===== src/sv/tccw_pkg.sv =====
// shared types, constants and the latin-1 to cp437 remap for the console writer
// no dependencies; used by tccw_step and text_console_char_writer_top

package tccw_pkg;

    // screen geometry
    localparam int COLS = 80;
    localparam int ROWS = 50;

    // field widths
    localparam int COL_W  = 7;
    localparam int ROW_W  = 6;
    localparam int ADDR_W = 12;
    localparam int CHR_W  = 8;
    localparam int ATTR_W = 8;
    localparam int WORD_W = 16;

    // column held one bit wider so tab and advance can reach cols before wrap
    localparam int COLX_W = COL_W + 1;
    // full product width before the address keeps its low bits
    localparam int PROD_W = COL_W + ROW_W + 1;

    localparam logic [COL_W-1:0]  COL_MAX   = COL_W'(COLS - 1);
    localparam logic [COLX_W-1:0] COL_LIMIT = COLX_W'(COLS);
    localparam logic [ROW_W-1:0]  ROW_LIMIT = ROW_W'(ROWS);

    // operation codes
    localparam logic OP_PUT   = 1'b0;
    localparam logic OP_PLACE = 1'b1;

    // control characters after remap
    localparam logic [CHR_W-1:0] CHR_NUL   = 8'h00;
    localparam logic [CHR_W-1:0] CHR_BS    = 8'h08;
    localparam logic [CHR_W-1:0] CHR_TAB   = 8'h09;
    localparam logic [CHR_W-1:0] CHR_LF    = 8'h0A;
    localparam logic [CHR_W-1:0] CHR_CR    = 8'h0D;
    localparam logic [CHR_W-1:0] CHR_SPACE = 8'h20;

    localparam logic [COLX_W-1:0] TAB_STEP = COLX_W'(8);
    localparam logic [COLX_W-1:0] TAB_MASK = ~COLX_W'(7);

    typedef struct packed {
        logic              operation;
        logic [CHR_W-1:0]  char_code;
        logic [ATTR_W-1:0] attribute;
        logic [COL_W-1:0]  set_column;
        logic [ROW_W-1:0]  set_row;
    } t_item;

    typedef struct packed {
        logic              write_enable;
        logic [ADDR_W-1:0] write_address;
        logic [WORD_W-1:0] write_word;
        logic [COL_W-1:0]  cursor_column;
        logic [ROW_W-1:0]  cursor_row;
        logic              off_screen;
    } t_result;

    // latin-1 to cp437 remap, other bytes pass unchanged
    function automatic logic [CHR_W-1:0] to_cp437(input logic [CHR_W-1:0] b);
        logic [CHR_W-1:0] r;
        case (b)
            8'hE4:   r = 8'h84;
            8'hF6:   r = 8'h94;
            8'hFC:   r = 8'h81;
            8'hDF:   r = 8'hE1;
            8'hA7:   r = 8'h15;
            8'hB0:   r = 8'hF8;
            8'hC4:   r = 8'h8E;
            8'hD6:   r = 8'h99;
            8'hDC:   r = 8'h9A;
            8'hB2:   r = 8'hFD;
            8'hB3:   r = 8'h00;
            8'h80:   r = 8'hEE;
            8'hB5:   r = 8'hE6;
            default: r = b;
        endcase
        return r;
    endfunction

endpackage


===== src/sv/tccw_step.sv =====
// one item of cursor update and cell write decode, purely combinational
// depends on tccw_pkg

module tccw_step (
    input  tccw_pkg::t_item               i_item,
    input  logic [tccw_pkg::COL_W-1:0]    i_col,
    input  logic [tccw_pkg::ROW_W-1:0]    i_row,
    output tccw_pkg::t_result             o_res,
    output logic [tccw_pkg::COL_W-1:0]    o_col,
    output logic [tccw_pkg::ROW_W-1:0]    o_row
);

    always_comb begin
        logic [tccw_pkg::CHR_W-1:0]  uc;
        logic [tccw_pkg::COLX_W-1:0] col;
        logic [tccw_pkg::ROW_W-1:0]  row;
        logic                        do_wr;
        logic [tccw_pkg::COL_W-1:0]  wcol;
        logic [tccw_pkg::ROW_W-1:0]  wrow;
        logic [tccw_pkg::CHR_W-1:0]  wcode;
        logic [tccw_pkg::PROD_W-1:0] addr_full;

        uc    = tccw_pkg::to_cp437(i_item.char_code);
        col   = {1'b0, i_col};
        row   = i_row;
        do_wr = 1'b0;
        wcol  = '0;
        wrow  = '0;
        wcode = '0;

        if (i_item.operation == tccw_pkg::OP_PLACE) begin
            col = {1'b0, (i_item.set_column > tccw_pkg::COL_MAX) ?
                         tccw_pkg::COL_MAX : i_item.set_column};
            row = (i_item.set_row > tccw_pkg::ROW_LIMIT) ?
                  tccw_pkg::ROW_LIMIT : i_item.set_row;
        end else begin
            case (uc)
                tccw_pkg::CHR_BS: begin
                    // step back, crossing onto the previous line at column 0
                    if (col != '0) begin
                        col   = col - 1'b1;
                        do_wr = 1'b1;
                    end else if (row != '0) begin
                        col   = {1'b0, tccw_pkg::COL_MAX};
                        row   = row - 1'b1;
                        do_wr = 1'b1;
                    end
                    wcol  = col[tccw_pkg::COL_W-1:0];
                    wrow  = row;
                    wcode = tccw_pkg::CHR_SPACE;
                end
                tccw_pkg::CHR_TAB: begin
                    col = (col + tccw_pkg::TAB_STEP) & tccw_pkg::TAB_MASK;
                end
                tccw_pkg::CHR_CR: begin
                    col = '0;
                end
                tccw_pkg::CHR_LF: begin
                    col = '0;
                    if (row < tccw_pkg::ROW_LIMIT) begin
                        row = row + 1'b1;
                    end
                end
                default: begin
                    if (uc != tccw_pkg::CHR_NUL) begin
                        do_wr = 1'b1;
                        wcol  = col[tccw_pkg::COL_W-1:0];
                        wrow  = row;
                        wcode = uc;
                        col   = col + 1'b1;
                    end
                end
            endcase
            // line end wrap, row saturates one below the screen
            if (col >= tccw_pkg::COL_LIMIT) begin
                col = '0;
                if (row < tccw_pkg::ROW_LIMIT) begin
                    row = row + 1'b1;
                end
            end
        end

        addr_full = tccw_pkg::PROD_W'(wrow) * tccw_pkg::PROD_W'(tccw_pkg::COLS)
                  + tccw_pkg::PROD_W'(wcol);

        o_res = '0;
        if (do_wr) begin
            if (wrow >= tccw_pkg::ROW_LIMIT) begin
                o_res.off_screen = 1'b1;
            end else begin
                o_res.write_enable  = 1'b1;
                o_res.write_address = addr_full[tccw_pkg::ADDR_W-1:0];
                o_res.write_word    = {i_item.attribute, wcode};
            end
        end
        o_res.cursor_column = col[tccw_pkg::COL_W-1:0];
        o_res.cursor_row    = row;
        o_col = col[tccw_pkg::COL_W-1:0];
        o_row = row;
    end

endmodule


===== src/sv/text_console_char_writer_top.sv =====
// text console writer top: input register, step logic, output register, cursor
// depends on tccw_pkg and tccw_step
//
//  channel   | dir | tdata fields (low bit up)                          | tuser
//  ----------+-----+----------------------------------------------------+----------
//  s_axis    | in  | char_code, attribute, set_column, set_row, pad    | operation
//  m_axis    | out | write_enable, write_address, write_word,          | -
//            |     | cursor_column, cursor_row, off_screen, pad        |
//
// the step logic is combinational; a result shows on m_axis once its item has passed
// the input and output registers; one item per cycle is taken unless m_axis stalls
// the only loop is the cursor register, updated when an item leaves the input stage
// reset (synchronous, active low) puts the cursor at column 0, row 0 and empties
// both stages; a stall on m_axis holds the output register, and the input stage
// still takes one more item before s_axis_tready drops

module text_console_char_writer_top (
    input  logic        i_clk,
    input  logic        i_rst_n,
    // slave side
    input  logic        s_axis_tvalid,
    output logic        s_axis_tready,
    input  logic [31:0] s_axis_tdata,   // char_code[7:0], attribute[15:8],
                                        // set_column[22:16], set_row[28:23], zero pad
    input  logic        s_axis_tuser,   // operation
    // master side
    output logic        m_axis_tvalid,
    input  logic        m_axis_tready,
    output logic [47:0] m_axis_tdata    // write_enable[0], write_address[12:1],
                                        // write_word[28:13], cursor_column[35:29],
                                        // cursor_row[41:36], off_screen[42], zero pad
);

    // input stage
    logic                        r_in_valid;
    tccw_pkg::t_item             r_in_item;
    // output stage
    logic                        r_out_valid;
    tccw_pkg::t_result           r_out_res;
    // cursor
    logic [tccw_pkg::COL_W-1:0]  r_col;
    logic [tccw_pkg::ROW_W-1:0]  r_row;

    tccw_pkg::t_item             in_item;
    tccw_pkg::t_result           step_res;
    logic [tccw_pkg::COL_W-1:0]  n_col;
    logic [tccw_pkg::ROW_W-1:0]  n_row;
    logic                        advance;
    logic                        in_fire;

    // unpack the slave item
    always_comb begin
        in_item.operation  = s_axis_tuser;
        in_item.char_code  = s_axis_tdata[7:0];
        in_item.attribute  = s_axis_tdata[15:8];
        in_item.set_column = s_axis_tdata[22:16];
        in_item.set_row    = s_axis_tdata[28:23];
    end

    // the output register can load when empty or being drained
    assign advance       = r_in_valid && (!r_out_valid || m_axis_tready);
    assign s_axis_tready = !r_in_valid || advance;
    assign in_fire       = s_axis_tvalid && s_axis_tready;

    tccw_step u_step (
        .i_item (r_in_item),
        .i_col  (r_col),
        .i_row  (r_row),
        .o_res  (step_res),
        .o_col  (n_col),
        .o_row  (n_row)
    );

    always_ff @(posedge i_clk) begin
        if (!i_rst_n) begin
            r_in_valid  <= 1'b0;
            r_out_valid <= 1'b0;
            r_col       <= '0;
            r_row       <= '0;
        end else begin
            if (in_fire) begin
                r_in_valid <= 1'b1;
            end else if (advance) begin
                r_in_valid <= 1'b0;
            end

            if (advance) begin
                r_out_valid <= 1'b1;
                r_col       <= n_col;
                r_row       <= n_row;
            end else if (m_axis_tready) begin
                r_out_valid <= 1'b0;
            end
        end
    end

    // payload registers, no reset
    always_ff @(posedge i_clk) begin
        if (in_fire) begin
            r_in_item <= in_item;
        end
        if (advance) begin
            r_out_res <= step_res;
        end
    end

    assign m_axis_tvalid = r_out_valid;
    assign m_axis_tdata  = {5'b0,
                            r_out_res.off_screen,
                            r_out_res.cursor_row,
                            r_out_res.cursor_column,
                            r_out_res.write_word,
                            r_out_res.write_address,
                            r_out_res.write_enable};

endmodule

===== config.mk =====
export PLATFORM = sky130hd
export DESIGN_NAME = text_console_char_writer_top
export DESIGN_NICKNAME = d
export VERILOG_FILES = /design/src/sv/tccw_pkg.sv /design/src/sv/tccw_step.sv /design/src/sv/text_console_char_writer_top.sv
export SDC_FILE = /design/constraint.sdc
export NUM_CORES = 1
export LEC_CHECK = 0
export BUFFER_PORTS_ARGS = -buffer_cell sky130_fd_sc_hd__clkbuf_2
export CAP_MARGIN = 20
export CORE_AREA = 2 2 109 111
export CTS_CLUSTER_DIAMETER = 60
export DETAILED_ROUTE_END_ITERATION = 10
export DIE_AREA = 0 0 111 113
export HOLD_SLACK_MARGIN = 0.05
export PLACE_DENSITY = 0.73
export SYNTH_ARGS = -nofsm -noshare
export SYNTH_HDL_FRONTEND = slang
export SYNTH_SLANG_ARGS = --single-unit

===== constraint.sdc =====
create_clock -name i_clk -period 5.1 [get_ports i_clk]
set_clock_uncertainty 0.05 [all_clocks]
set_input_delay 0.51 -clock i_clk [delete_from_list [all_inputs] [get_ports i_clk]]
set_output_delay 0.51 -clock i_clk [all_outputs]
set_load 0.005 [all_outputs]

### Yosys cells after proc, flatten, opt, wreduce, memory -nomap -nowiden

Cells that the tools add are included.

* input port bits: 37
* flip-flop bits (word level): 88

* multipliers: 1
* $lt $le $gt $ge: 6
* equal/unequal tests: 17
* bitwise gates (word level): 1
* $add $sub $neg: 7
* multiplexer cells: 38
* reduce and logical (&&, ||, !) cells: 15

Operators with widths (number)
* $eq 8x8->1 const B: 13
* $pmux 8 s13: 1
* $mux 6: 10
* $mux 7: 6
* $mux 8: 5
* $eq 8x4->1 const B: 4
* $mux 29: 1
* $pmux 6 s2: 2
* $pmux 8 s3: 1
* $pmux 8 s2: 1
* $pmux 7 s2: 1
* $add 12x7->12: 1
* $add 6x1->6 const B: 2
* $lt 6x6->1 const B: 2
* $mux 1: 9
* $add 7x1->8 const B: 1
* $add 7x4->8 const B: 1
* $ge 8x7->1 const B: 1
* $mul 6x3->8 const B: 1
* $reduce_bool 8->1: 1
* $sub 7x1->8 const B: 1
* $gt 7x7->1 const B: 1
* $reduce_bool 7->1: 1
* $ge 6x6->1 const B: 1
* other kinds (11): 17

### Depth between registers and ports, before layout

* word-level depth: 9
* mapped depth: 23

### By module

A second synthesis with hierarchy kept.

* cells, all modules: 640
* area, all modules: 6138.4 µm²

Modules (own cells, without submodules)
* tccw_step: times used 1, area an instance 3279.4 µm², seq. area each 0.0 µm², cells each 495
* text_console_char_writer_top: times used 1, area an instance 2859.0 µm², seq. area each 2492.4 µm², cells each 145

### Worst setup path after synthesis

OpenSTA, ideal clock, no wires.

* path type: register to register
* from: register r_in_item[27] in the netlist's numbering
* to: register r_out_res, in the netlist m_axis_tdata[12] (data pin)
* clock period less this slack: 4939 ps
* slack: 161 ps
* arrival time: 4632 ps
* cell stages (with the launch flop): 22
* path buffers: 3
* cells stage by stage: edfxtp_1 buf_6 or3b_4 or4_1 a21o_1 and4_4 buf_6 o41ai_4 nand2_2 nand2b_1 buf_2 or2_2 inv_1 ha_1 ha_1 inv_1 fa_1 nor3b_1 nand3_1 xor2_1 xnor2_1 nor2_1

* longest elaborated chain between the ends: 8

Ends and longest elaborated chain
* start, declared: RTL line text_console_char_writer_top.sv:36 `tccw_pkg::t_item r_in_item;`
* start signal, assigned: RTL line text_console_char_writer_top.sv:100 `r_in_item <= in_item;`
* $eq 8x8->1: RTL line tccw_pkg.sv:62 `case (b)`
* $pmux 8 s13 (*): RTL line tccw_pkg.sv:62
* $eq 8x4->1 or $reduce_bool 8->1 (tied branches): RTL line tccw_step.sv:37, tccw_step.sv:65
* $reduce_or 3->1 (no source line), or another cell as far along
* $pmux 6 s2 or $pmux 1 s2 (tied branches): RTL line tccw_step.sv:37 `case (uc)`
* $mux 6 or $mux 1 (tied branches): RTL line tccw_step.sv:31 `if (i_item.operation == tccw_pkg::OP_PLACE) begin`
* $mul 6x3->8, or another cell as far along: RTL line tccw_step.sv:83 `addr_full = tccw_pkg::PROD_W'(wrow) * tccw_pkg::PROD_W'(tccw_pkg::COLS)`
* $add 12x7->12 or $reduce_or 2->1 (tied branches)
* end signal, assigned: RTL line text_console_char_writer_top.sv:103 `r_out_res <= step_res;`
* end, declared: RTL line text_console_char_writer_top.sv:39 `tccw_pkg::t_result r_out_res;`

Mark *: on every way between the ends. The rest lies on a longest branch, timed or not.
A chain may end at the register's enable or synchronous reset.

### Worst setup path in the final report

* from: register r_in_item[23] in the netlist's numbering
* to: register r_out_res, in the netlist m_axis_tdata[12] (data pin)

The elaborated chain is that of the path after synthesis.

==> summary by stage <==
Outcome
The run finished with clean final reports.

Logic synthesis
Synthesis produced a netlist whose cell count is ~590. The mean area per synthesized cell is about 9.4 um2. The number of warnings printed during yosys synthesis is 0.

The fraction of registers with async set/reset is 0%. The biggest area consumer among synthesized cells is sky130_fd_sc_hd__edfxtp_1. After synthesis, the cell types taking the most area are sky130_fd_sc_hd__edfxtp_1, sky130_fd_sc_hd__dfxtp_1, sky130_fd_sc_hd__a21oi_1. The share of the Yosys chip area taken by registers is 44.9%. The count of distinct cell types in the synthesized netlist is approximately 80. The share of the synthesized area in the top cell type is 39.5%. The most used flip-flop cell after synthesis is sky130_fd_sc_hd__edfxtp_1. Summing every instance area after synthesis gives 5550 um2. The number of flops mapped to enable cells by yosys is 73.

Synthesis inferred 88 register bits.

Setup path
On the critical path the largest part of the delay comes from compound AO/OA/AOI/OAI gates. In this design, the stage delay of the slowest critical-path cell is 510 ps. Walking the worst path, the cells encountered are or3b_2 -> a211o_1 -> o211ai_1 -> a211o_1 -> a21oi_4 -> and2_0 -> a31o_2 -> a21oi_1 -> nor2_1 -> ha_1 -> ha_1 -> inv_1 -> fa_1 -> nor3b_2 -> nand3_1 -> xor2_1 -> xnor2_1 -> nor2_1.

Along the worst path, the maximum fanout reaches 9. The worst register-to-register path has a setup slack of roughly 220 ps. Counting both buffers and inverters, the worst setup path holds a total of 1. The worst setup path is launched from a register. STA classifies the critical path endpoint as a register. The kind of critical path is register to register.

The required arrival time at the worst endpoint is slightly above 5000 ps. STA puts the critical path data arrival time at about 4900 ps. The largest individual stage delay along the critical path comes from the cell sky130_fd_sc_hd__edfxtp_1.

Final layout
Summing all flip-flop and latch instances after layout gives between 2000 and 2500 um2. The number of filler cells placed in the layout is about 980. After the last flow step, the layout net total stands at ~730. The fraction of final layout cells sized beyond drive strength 1 is a little under a quarter. The total inserted antenna cells is 0. The area growth from synthesis to layout is 17.9%.

The number of cells in the finished layout apart from fillers is slightly above 800. In the final layout, the multi-input gates occupy between 2000 and 3000 um2.

STA
Dividing the final minimum period by the clock period gives about 96%. The minimum hold slack is 286 ps. The max-slew violation count came to 0.

Based on the critical path, the design can be clocked at up to slightly above 200 MHz. Headroom to the max-slew limit came out at a little under half. Setup repair after global routing left no endpoint under its margin. The number of endpoints failing setup at the final stage is 0. The shortest period the worst path allows is about 4900 ps. The final-report hold violation count was 0. In the final timing run, aggregate negative setup slack is 0 ps. For the pin with the worst max-slew slack, the measured transition is slightly below 800 ps.

Clocking
The clock passes through at most 2 buffers. Counting the buffers created by CTS gives 9. The number of buffers inserted by hold repair at cts is 0. The H-tree generated during clock tree synthesis spans 3 levels.

The later-pin clock latency in the skew report is 340 ps. The CTS tree is built. The count of clock tree sinks is between 80 and 90. In this run the clock root is driven by a sky130_fd_sc_hd__clkbuf_16. Clock-pin slew was measured on the worst setup and hold paths at around 70 ps.

Routing
The count of nets left with antenna violations once routing finished came out at 0. The detailed router finished its first iteration with 348 violations. For this run, design rule violations remaining after detail routing come to 0. The post-detailed-route via-to-cell ratio is between 5 and 6. The first-pass detailed-route iteration total is 6. The routed wire length per instance is ~15 um. The via count is ~4700. The total wire length after detailed routing is about 13000 um.

Power and ir drop
The power per cell area is 285 nW/um2. IR analysis of the VDD net gives a maximum drop of between 0.00015 and 0.0002 V. The static leakage power is ~2.6 nW. After layout, the design draws a total of about 1.9 mW.

Global route
The first global-routing pass estimated 21000 um of wire. The maximum number of pins on one net before global-route repair is between 50 and 60. The combined global-route utilization of all metal layers is between 20% and 30%. The via count of the first global-routing pass is between 4000 and 5000.

The sum of overflow across all layers after global routing is 0. The number of antenna violations at the first check in global routing was 0.

Placed design
The placed cell count is approximately 800. The final RePlAce weighted congestion is between 0.8 and 0.9. The sum of net half-perimeters after detailed placement is slightly above 9000 um. In this run the tool buffered the top-level ports with 78 buffer cells.

Floorplan
The floorplan step set the die width to between 100 and 150 um. The number of core rows is 39. The floorplan step set the die height to 113 um. In this run the count of I/O pins placed on the die edge is 87.

For this configuration, the core starts out at a cell density of around half. The total area inside the core boundary comes to around 11000 um2. The floorplan step defined a die boundary enclosing 12500 um2.

Hold path
The path class of the lowest-slack min-delay path is input pin to register.

Flow run
The total of max-cap violations is 0.
cells in the final DEF, fill, tap and decap left out, types with 3 or more instances in the layout:
| master | instances |
|---|---|
| sky130_fd_sc_hd__o211ai_1 | 8 |
| sky130_fd_sc_hd__nor3b_1 | 3 |
| sky130_fd_sc_hd__xor2_1 | 8 |
| sky130_fd_sc_hd__conb_1 | 5 |
| sky130_fd_sc_hd__o31ai_1 | 8 |
| sky130_fd_sc_hd__nand3b_1 | 3 |
| sky130_fd_sc_hd__buf_4 | 36 |
| sky130_fd_sc_hd__clkbuf_16 | 9 |
| sky130_fd_sc_hd__or3_1 | 4 |
| sky130_fd_sc_hd__nor4_1 | 4 |
| sky130_fd_sc_hd__mux2i_1 | 5 |
| sky130_fd_sc_hd__ha_1 | 20 |
| sky130_fd_sc_hd__nand4_1 | 7 |
| sky130_fd_sc_hd__nand3_1 | 24 |
| sky130_fd_sc_hd__and4_1 | 3 |
| sky130_fd_sc_hd__nor2_1 | 61 |
| sky130_fd_sc_hd__dfxtp_1 | 15 |
| sky130_fd_sc_hd__a211oi_1 | 5 |
| sky130_fd_sc_hd__a31oi_1 | 4 |
| sky130_fd_sc_hd__a21o_1 | 8 |
| sky130_fd_sc_hd__or4_1 | 4 |
| sky130_fd_sc_hd__clkbuf_2 | 78 |
| sky130_fd_sc_hd__and3_1 | 10 |
| sky130_fd_sc_hd__nor2b_1 | 6 |
| sky130_fd_sc_hd__nand2_1 | 50 |
| sky130_fd_sc_hd__a21oi_1 | 51 |
| sky130_fd_sc_hd__nand2b_1 | 5 |
| sky130_fd_sc_hd__nor3_1 | 17 |
| sky130_fd_sc_hd__o21ai_0 | 29 |
| sky130_fd_sc_hd__a211o_1 | 4 |
| sky130_fd_sc_hd__and2_1 | 3 |
| sky130_fd_sc_hd__edfxtp_1 | 73 |
| sky130_fd_sc_hd__xnor2_1 | 10 |
| sky130_fd_sc_hd__inv_1 | 31 |
| sky130_fd_sc_hd__a31o_2 | 3 |
stage by stage:
step / worst slack, ps / cell area (um2) / util, %
after floorplan: 161 / 5560 / -
after global routing: 3.23 / 6540 / 58.0
after CTS: 79.0 / 6430 / 57.0
after detailed placement: 132 / 6100 / 54.1
final: 222 / 6540 / 58.0
after global placement: 206 / 6100 / 54.1
power breakdown:
part           internal, mW  switching (mW)
sequential            0.825          0.0282
clock                 0.435           0.285
combinational         0.116           0.174
timing repair:
action                     in CTS  in global routing
setup endpoints to repair       0                  3
gates resized for setup         0                  6
buffers inserted                0                  9
path summary, 6_finish.rpt:
kind                                 from  depth (start not counted)                              to
setup / recovery  r_in_item[23]$_DFFE_PP_                         18  m_axis_tdata[12]$_SDFFCE_PP0P_
hold / removal           s_axis_tdata[25]                          1          r_in_item[2]$_DFFE_PP_
setup reg to reg  r_in_item[23]$_DFFE_PP_                         18  m_axis_tdata[12]$_SDFFCE_PP0P_
hold reg to reg   r_in_valid$_SDFFE_PN0P_                          1      m_axis_tvalid$_SDFFE_PN0P_
metal layers:
metal | vias up | global-route usage [%] | part of all wire [%]
met5 | - | 0 | 0
met2 | 172 | 33.6 | 48
met1 | 2203 | 27.8 | 45
met4 | 0 | 6.25 | 1.3
li1 | 2321 | - | -
met3 | 13 | 3.70 | 6.5
flip-flops by register name (all words and copies together) (netlist names):
register       count
m_axis_tdata      43
m_axis_tvalid      1
r_col              7
r_in_item         30
r_in_valid         1
r_row              6
cells in the mapped netlist, drive strengths merged (11+ instances only):
library cell and n:
clkbuf 24, inv 32, nand2 51, o21ai 32
nand3 24, edfxtp 73, nor2 62, dfxtp 15
nor3 17, a21oi 52, ha 20, buf 21
xnor2 11
cell type report:
type / instances / share of cell area, %
clock buffer: 9 / 3.44
timing repair buffer: 115 / 10.4
clock inverter: 7 / 1.55
tap: 143 / 2.74
sequential: 88 / 38.1
inverter: 32 / 1.84
multi-input combinational: 428 / 41.9
worst reg2reg max path: stages (launching register included):
cell and delay (ps):
sky130_fd_sc_hd__edfxtp_1 510, sky130_fd_sc_hd__or3b_2 500, sky130_fd_sc_hd__a211o_1 370, sky130_fd_sc_hd__o211ai_1 240
sky130_fd_sc_hd__a211o_1 280, sky130_fd_sc_hd__a21oi_4 100, sky130_fd_sc_hd__and2_0 200, sky130_fd_sc_hd__a31o_2 270
sky130_fd_sc_hd__a21oi_1 230, sky130_fd_sc_hd__nor2_1 110, sky130_fd_sc_hd__ha_1 290, sky130_fd_sc_hd__ha_1 210
sky130_fd_sc_hd__inv_1 70, sky130_fd_sc_hd__fa_1 470, sky130_fd_sc_hd__nor3b_2 230, sky130_fd_sc_hd__nand3_1 120
sky130_fd_sc_hd__xor2_1 210, sky130_fd_sc_hd__xnor2_1 140, sky130_fd_sc_hd__nor2_1 50
cells by family (layout without fill, tap and decap cells):
kind of cell	after synthesis	count (layout)	synth area share, %
flip-flops	88	88	44.9
buffers and inverters	77	163	6.34
other	1	5	0.0676
AO/OA/AOI/OAI	157	157	19.7
AND/OR/NAND/NOR	220	220	19.7
adder cells (fa/ha/maj)	22	22	5.23
multiplexers	5	5	0.903
XOR/XNOR	19	19	3.14
(Power assumes the default switching activity.)
